--- src/rtl/hcr_pkg.sv ---
// Shared types, colour tables and segment reciprocals for the height colour ramp
package hcr_pkg;

    // Transaction payloads
    typedef struct packed {
        logic [15:0] height;
        logic [15:0] water_depth;
        logic [15:0] ice_thickness;
        logic [15:0] snow_depth;
    } t_in_item;

    typedef struct packed {
        logic [7:0] red;
        logic [7:0] green;
        logic [7:0] blue;
        logic [7:0] alpha;
    } t_out_item;

    // Palette selector codes; the unused code falls back to terrain
    typedef enum logic [1:0] {
        PRE_TERRAIN = 2'd0,
        PRE_GRAY    = 2'd1,
        PRE_ELEV    = 2'd2
    } t_preset;

    // Cell class, in priority order
    typedef enum logic [1:0] {
        CLS_ICE,
        CLS_SNOW,
        CLS_WATER,
        CLS_TERRAIN
    } t_cls;

    // Colour triple, index 0 is red
    typedef logic [0:2][7:0] t_rgb;

    // Per-stage load enables handed to each channel lane
    typedef struct packed {
        logic ld3;
        logic ld4;
        logic ld5;
    } t_lane_en;

    // One ramp segment: start position, span less one, reciprocal, end colours
    typedef struct packed {
        logic [15:0] lo_pos;
        logic [15:0] den_m1;
        logic [31:0] rcp;
        t_rgb        lo;
        t_rgb        hi;
    } t_seg;

    localparam int         CHAN_W    = 8;
    localparam int         NUM_W     = 16;
    localparam int         PROD_W    = 25;   // diff * num plus ceiling bias
    localparam int         RCP_W     = 32;
    localparam int         RCP_SHIFT = 42;
    localparam int         MUL_W     = PROD_W + RCP_W;
    localparam logic [63:0] RCP_ONE  = 64'd1 << RCP_SHIFT;

    // Overlay thresholds and gains (Q4.12 depths)
    localparam logic [15:0] ICE_MIN    = 16'd40;
    localparam logic [15:0] SNOW_MIN   = 16'd20;
    localparam logic [15:0] WATER_MIN  = 16'd20;
    localparam logic [19:0] ICE_GAIN   = 20'd5;
    localparam logic [19:0] SNOW_GAIN  = 20'd12;
    localparam logic [19:0] WATER_GAIN = 20'd3;
    localparam logic [19:0] ICE_FULL   = 20'd4096;
    localparam logic [19:0] WATER_FULL = 20'd8192;

    localparam logic [15:0] DEN_M1_4K = 16'd4095;
    localparam logic [15:0] DEN_M1_8K = 16'd8191;
    localparam logic [31:0] RCP_4K    = 32'(RCP_ONE / 64'd4096);
    localparam logic [31:0] RCP_8K    = 32'(RCP_ONE / 64'd8192);

    // Overlay colour end points
    localparam t_rgb ICE_LO   = '{8'd180, 8'd200, 8'd230};
    localparam t_rgb ICE_HI   = '{8'd250, 8'd250, 8'd255};
    localparam t_rgb SNOW_LO  = '{8'd220, 8'd220, 8'd230};
    localparam t_rgb SNOW_HI  = '{8'd255, 8'd255, 8'd255};
    localparam t_rgb WATER_LO = '{8'd60, 8'd160, 8'd230};
    localparam t_rgb WATER_HI = '{8'd20, 8'd60, 8'd140};

    localparam int TER_STOPS = 16;
    localparam int TER_SEGS  = TER_STOPS - 1;

    // Terrain stops; the final stop sits at full scale
    localparam logic [16:0] TER_POS [TER_STOPS] = '{
        17'd0,     17'd9830,  17'd16384, 17'd19661,
        17'd20972, 17'd23593, 17'd27525, 17'd32768,
        17'd38011, 17'd43254, 17'd47186, 17'd51118,
        17'd55050, 17'd58982, 17'd62259, 17'd65536
    };

    localparam t_rgb TER_RGB [TER_STOPS] = '{
        '{8'd10,  8'd30,  8'd60},  '{8'd15,  8'd50,  8'd90},
        '{8'd25,  8'd80,  8'd120}, '{8'd45,  8'd120, 8'd160},
        '{8'd200, 8'd180, 8'd140}, '{8'd160, 8'd180, 8'd100},
        '{8'd100, 8'd160, 8'd70},  '{8'd70,  8'd135, 8'd55},
        '{8'd55,  8'd110, 8'd45},  '{8'd75,  8'd95,  8'd55},
        '{8'd110, 8'd95,  8'd70},  '{8'd130, 8'd115, 8'd90},
        '{8'd150, 8'd140, 8'd125}, '{8'd180, 8'd175, 8'd170},
        '{8'd220, 8'd220, 8'd225}, '{8'd255, 8'd255, 8'd255}
    };

    localparam logic [15:0] TER_DEN_M1 [TER_SEGS] = '{
        16'd9829, 16'd6553, 16'd3276, 16'd1310, 16'd2620,
        16'd3931, 16'd5242, 16'd5242, 16'd5242, 16'd3931,
        16'd3931, 16'd3931, 16'd3931, 16'd3276, 16'd3276
    };

    // ceil(2^42 / span) for each terrain segment
    localparam logic [31:0] TER_RCP [TER_SEGS] = '{
        32'((RCP_ONE + 64'd9829) / 64'd9830),
        32'((RCP_ONE + 64'd6553) / 64'd6554),
        32'((RCP_ONE + 64'd3276) / 64'd3277),
        32'((RCP_ONE + 64'd1310) / 64'd1311),
        32'((RCP_ONE + 64'd2620) / 64'd2621),
        32'((RCP_ONE + 64'd3931) / 64'd3932),
        32'((RCP_ONE + 64'd5242) / 64'd5243),
        32'((RCP_ONE + 64'd5242) / 64'd5243),
        32'((RCP_ONE + 64'd5242) / 64'd5243),
        32'((RCP_ONE + 64'd3931) / 64'd3932),
        32'((RCP_ONE + 64'd3931) / 64'd3932),
        32'((RCP_ONE + 64'd3931) / 64'd3932),
        32'((RCP_ONE + 64'd3931) / 64'd3932),
        32'((RCP_ONE + 64'd3276) / 64'd3277),
        32'((RCP_ONE + 64'd3276) / 64'd3277)
    };

    // Grayscale: one segment over the full range
    localparam t_rgb        GRAY_LO  = '{8'd0, 8'd0, 8'd0};
    localparam t_rgb        GRAY_HI  = '{8'd255, 8'd255, 8'd255};
    localparam logic [31:0] GRAY_RCP = 32'(RCP_ONE / 64'd65536);

    // Elevation: two half-range segments
    localparam logic [15:0] ELEV_MID = 16'd32768;
    localparam t_rgb        ELEV_C0  = '{8'd0, 8'd100, 8'd0};
    localparam t_rgb        ELEV_C1  = '{8'd255, 8'd255, 8'd0};
    localparam t_rgb        ELEV_C2  = '{8'd255, 8'd0, 8'd0};
    localparam logic [31:0] ELEV_RCP = 32'(RCP_ONE / 64'd32768);

    // Segment holding h: the last stop strictly below h, else the first
    function automatic logic [3:0] seg_find(input logic [1:0] preset, input logic [15:0] h);
        logic [3:0] seg;
        seg = '0;
        unique case (preset)
            PRE_GRAY: seg = '0;
            PRE_ELEV: seg = (h > ELEV_MID) ? 4'd1 : 4'd0;
            default: begin
                for (int j = 1; j < TER_SEGS; j++) begin
                    if ({1'b0, h} > TER_POS[j]) begin
                        seg = 4'(j);
                    end
                end
            end
        endcase
        return seg;
    endfunction

    // Segment constants for a preset and segment number
    function automatic t_seg seg_info(input logic [1:0] preset, input logic [3:0] seg);
        t_seg s;
        unique case (preset)
            PRE_GRAY: begin
                s.lo_pos = '0;
                s.den_m1 = 16'hFFFF;
                s.rcp    = GRAY_RCP;
                s.lo     = GRAY_LO;
                s.hi     = GRAY_HI;
            end
            PRE_ELEV: begin
                s.lo_pos = seg[0] ? ELEV_MID : 16'd0;
                s.den_m1 = ELEV_MID - 16'd1;
                s.rcp    = ELEV_RCP;
                s.lo     = seg[0] ? ELEV_C1 : ELEV_C0;
                s.hi     = seg[0] ? ELEV_C2 : ELEV_C1;
            end
            default: begin
                // segment numbers stop at 14, so the next stop index fits 4 bits
                s.lo_pos = TER_POS[seg][15:0];
                s.den_m1 = TER_DEN_M1[seg];
                s.rcp    = TER_RCP[seg];
                s.lo     = TER_RGB[seg];
                s.hi     = TER_RGB[seg + 4'd1];
            end
        endcase
        return s;
    endfunction

endpackage

--- src/rtl/hcr_lane.sv ---
// One colour channel: scaled product, reciprocal multiply, final add or subtract
module hcr_lane import hcr_pkg::*; (
    input  logic              i_clk,
    input  t_lane_en          i_en,
    input  logic [CHAN_W-1:0] i_a,
    input  logic [CHAN_W-1:0] i_diff,
    input  logic              i_desc,
    input  logic [NUM_W-1:0]  i_num,
    input  logic [NUM_W-1:0]  i_den_m1,
    input  logic [RCP_W-1:0]  i_rcp,
    output logic [CHAN_W-1:0] o_chan
);

    logic [PROD_W-1:0] r_p;
    logic [RCP_W-1:0]  r_rcp;
    logic [CHAN_W-1:0] r_a3;
    logic              r_desc3;
    logic [CHAN_W-1:0] r_q;
    logic [CHAN_W-1:0] r_a4;
    logic              r_desc4;
    logic [CHAN_W-1:0] r_chan;

    logic [PROD_W-1:0] n_p;
    logic [MUL_W-1:0]  n_prod;
    logic [CHAN_W-1:0] n_chan;

    // Stage 3: diff * num, biased by span-1 so the step of a falling ramp rounds up
    assign n_p = PROD_W'(i_diff) * PROD_W'(i_num)
               + (i_desc ? PROD_W'(i_den_m1) : PROD_W'(0));

    // Stage 4: divide by span through its reciprocal
    assign n_prod = MUL_W'(r_p) * MUL_W'(r_rcp);

    // Stage 5: step from the start colour
    assign n_chan = r_desc4 ? (r_a4 - r_q) : (r_a4 + r_q);

    always_ff @(posedge i_clk) begin
        if (i_en.ld3) begin
            r_p     <= n_p;
            r_rcp   <= i_rcp;
            r_a3    <= i_a;
            r_desc3 <= i_desc;
        end
        if (i_en.ld4) begin
            r_q     <= n_prod[RCP_SHIFT +: CHAN_W];
            r_a4    <= r_a3;
            r_desc4 <= r_desc3;
        end
        if (i_en.ld5) begin
            r_chan  <= n_chan;
        end
    end

    assign o_chan = r_chan;

endmodule

--- config.mk ---
export PLATFORM = sky130hd
export DESIGN_NAME = hcr_lane
export DESIGN_NICKNAME = d
export VERILOG_FILES = /design/src/rtl/hcr_pkg.sv /design/src/rtl/hcr_lane.sv
export SDC_FILE = /design/constraint.sdc
export NUM_CORES = 2
export LEC_CHECK = 0
export ABC_CLOCK_PERIOD_IN_PS = 11570
export BUFFER_PORTS_ARGS = -buffer_cell sky130_fd_sc_hd__buf_4
export CORE_ASPECT_RATIO = 0.9
export CORE_MARGIN = 2
export CORE_UTILIZATION = 55
export DETAILED_ROUTE_END_ITERATION = 10
export PLACE_DENSITY = 0.72
export SKIP_LAST_GASP = 1
export SLEW_MARGIN = 0
export SYNTH_ARGS = -nofsm -noshare
export SYNTH_HDL_FRONTEND = slang
export SYNTH_SLANG_ARGS = --single-unit
--- constraint.sdc ---
create_clock -name i_clk -period 11.57 [get_ports i_clk]
set_clock_uncertainty 0.2 [all_clocks]
set_input_delay 0.5785 -clock i_clk [delete_from_list [all_inputs] [get_ports i_clk]]
set_output_delay 0.5785 -clock i_clk [all_outputs]
set_load 0.1 [all_outputs]
==> metrics.txt <==
status finished clean; Fillers 4735; YS warnings 0; DRC Markers 0; Initial DRT Pass Iterations 5; Hold Violations, Final 0; Root Buffer clkbuf_16; Final min period 7880 ps; Detail Route Antenna Nets 0; CP arrival 7810 ps; post-DR vias/cell 5.36; global-route wire length before repair 130000 µm; CTS tree yes; Seq/Total Area, Yosys 8.81%; vias in the first global route 24200; vias after detailed routing 21800; WHS 164 ps; max cap viols 0; Slew @ Worst Pin 1260 ps; RSZ-0062 raised after global routing no; H-Tree Level Count 3; Period Utilization, post-route 68.1%; Top Ports 93; Final HPWL DP 57000 µm; largest area contributor in the netlist fa_1; Die W 254 µm; non-filler instance count after layout 4071; num rows 82; largest cells by area after synthesis fa_1, inv_1, edfxtp_1; largest net degree at the start of global routing 67; post-synth net total 4360; Unique masters post-synth 60; Max Freq 127 MHz; CP required 11500 ps; Post-CTS Setup Bufs 0; Resized cells post-CTS 0; drt wl/cell 18.9 µm; CORE AREA 55700 µm²; FF+latch count, synth 91; total track usage 28.9%; Cells after Synth 3301; CP endpoint r_q[6]$_DFFE_PP_; WL final 76900 µm; fin. max-slew vios 0; R2R depth 23; most frequent cell after synthesis inv_1; cts bufs inserted 9; port buffer count 92; Worst Hold Class primary input to flip-flop; DRT iter0 DRCs 1418; Starting Density 55.7%; dpl cells 4054; Remaining Overflow, GRT 0; Reg clk slew, reported paths 90 ps; setup TNS 0 ps; worst-skew pair later-pin latency 380 ps; async set-or-reset flop fraction in the synthesized netlist 0%; Critical Path Start r_p[3]$_DFFE_PP_; Synth top area share 49.6%; Post-Syn Area 31000 µm²; Multi-input gate area 24500 µm²; Final Util 58.9%; worst r2r src r_p[3]$_DFFE_PP_; post-synthesis area per instance 9.40 µm²; R2R setup slack 3690 ps; Post-synth top cells inv_1, fa_1, nand2_1; DIE AREA 58300 µm²; EDFF count, synth 91; Nets 4368; CP endpoint kind flip-flop; Die Ht 229 µm; share of cells above drive strength 1 5.31%; Main synth FF type edfxtp_1; critical path start-end classification flip-flop to flip-flop; relative slew slack 16.1%; reg2reg end r_q[6]$_DFFE_PP_; RePlAce Congestion 0.924; initial antenna violation count 2; Sink Count 91; CTS max path bufs 2; Crit Path Max Fanout 32; Final Setup Violations 0; startpoint types flip-flop; register area 2730 µm²; Syn-to-layout area delta 5.75%; Hold Buf Count CTS 0
worst max-delay path, cell delays in order (launching register included):
cell,delay [ps]
edfxtp_1,1190
and2_1,260
fa_1,440
fa_1,540
inv_1,50
fa_1,530
inv_1,50
fa_1,510
inv_1,60
fa_1,530
inv_1,60
fa_1,490
inv_1,50
fa_1,470
inv_1,40
ha_1,280
nand3_1,130
nor4_4,280
nand2_1,110
or4_4,570
a21oi_4,290
o221a_4,260
or4b_1,120
o311ai_2,90
cells in the final DEF, fill, tap and decap left out, drive strengths merged, types with 3 or more instances in the layout:
cell type | netlist | routed
xor2 | 9 | 9
a21o | 16 | 16
nand2 | 529 | 529
xnor2 | 42 | 42
clkinv | 0 | 4
and3 | 6 | 6
edfxtp | 91 | 91
nor3 | 9 | 9
nor2 | 25 | 25
a211oi | 7 | 7
inv | 857 | 860
clkbuf | 147 | 9
fa | 768 | 768
nand4 | 5 | 5
nand3 | 10 | 10
nor4 | 4 | 4
o21a | 8 | 8
o211ai | 5 | 5
o21bai | 4 | 4
ha | 206 | 206
nor2b | 10 | 10
a21oi | 49 | 49
nand2b | 5 | 5
or2 | 3 | 3
o21ai | 22 | 22
a31oi | 11 | 11
buf | 0 | 144
and2 | 422 | 422
state kept, by name, indices dropped and copies added (netlist names):
signal and count:
o_chan 8, r_desc3 1, r_desc4 1, r_a3 8, r_p 25, r_a4 8, r_q 8, r_rcp 32
per-layer routing:
| layer | global-route usage [%] | part of all wire [%] |
|---|---|---|
| met2 | 46.1 | 47 |
| met1 | 40.3 | 40 |
| met4 | 8.77 | 3.3 |
| met3 | 5.36 | 9.7 |
| met5 | 0 | 0.034 |
worst min-delay path by stage:
stage	start	to	slack, ps	depth (start not counted)
2_1_floorplan	r_a3[0]$_DFFE_PP_	r_a4[0]$_DFFE_PP_	200	0
3_3_place_gp	r_a3[4]$_DFFE_PP_	r_a4[4]$_DFFE_PP_	200	0
3_5_place_dp	r_a3[6]$_DFFE_PP_	r_a4[6]$_DFFE_PP_	210	0
4_1_cts	i_a[1]	r_a3[1]$_DFFE_PP_	150	1
5_1_grt	i_rcp[30]	r_rcp[30]$_DFFE_PP_	150	1
6_report	i_rcp[22]	r_rcp[22]$_DFFE_PP_	160	1
final cells by class:
class	instances	area share, %
tap	756	2.88
timing repair buffer	144	3.30
sequential	91	8.33
clock buffer	9	0.687
multi-input combinational	2206	74.7
antenna	1	0.00763
inverter	857	9.81
clock inverter	7	0.248
cells by family (layout without fill, tap and decap cells):
group / Yosys count / in the layout / share of synthesized area (%)
fa+ha+maj: 974 / 974 / 57.9
other cells: 0 / 1 / 0
simple gates: 1036 / 1036 / 16.5
flops: 91 / 91 / 8.81
xor+xnor: 51 / 51 / 1.44
compound gates: 143 / 143 / 3.16
mux: 2 / 2 / 0.0645
buf+inv: 1004 / 1017 / 12.2
stage by stage:
stage / cell area, µm² / setup WS, ps
after CTS: 32800 / 3760
after detailed placement: 32500 / 3760
final: 32800 / 3690
after global placement: 32500 / 3890
after global routing: 32800 / 3400
after floorplan: 31000 / 4720
Power is left out: the tool's default activity adds up to more than one toggle a clock period on the data nets, which glitch-free logic cannot reach.
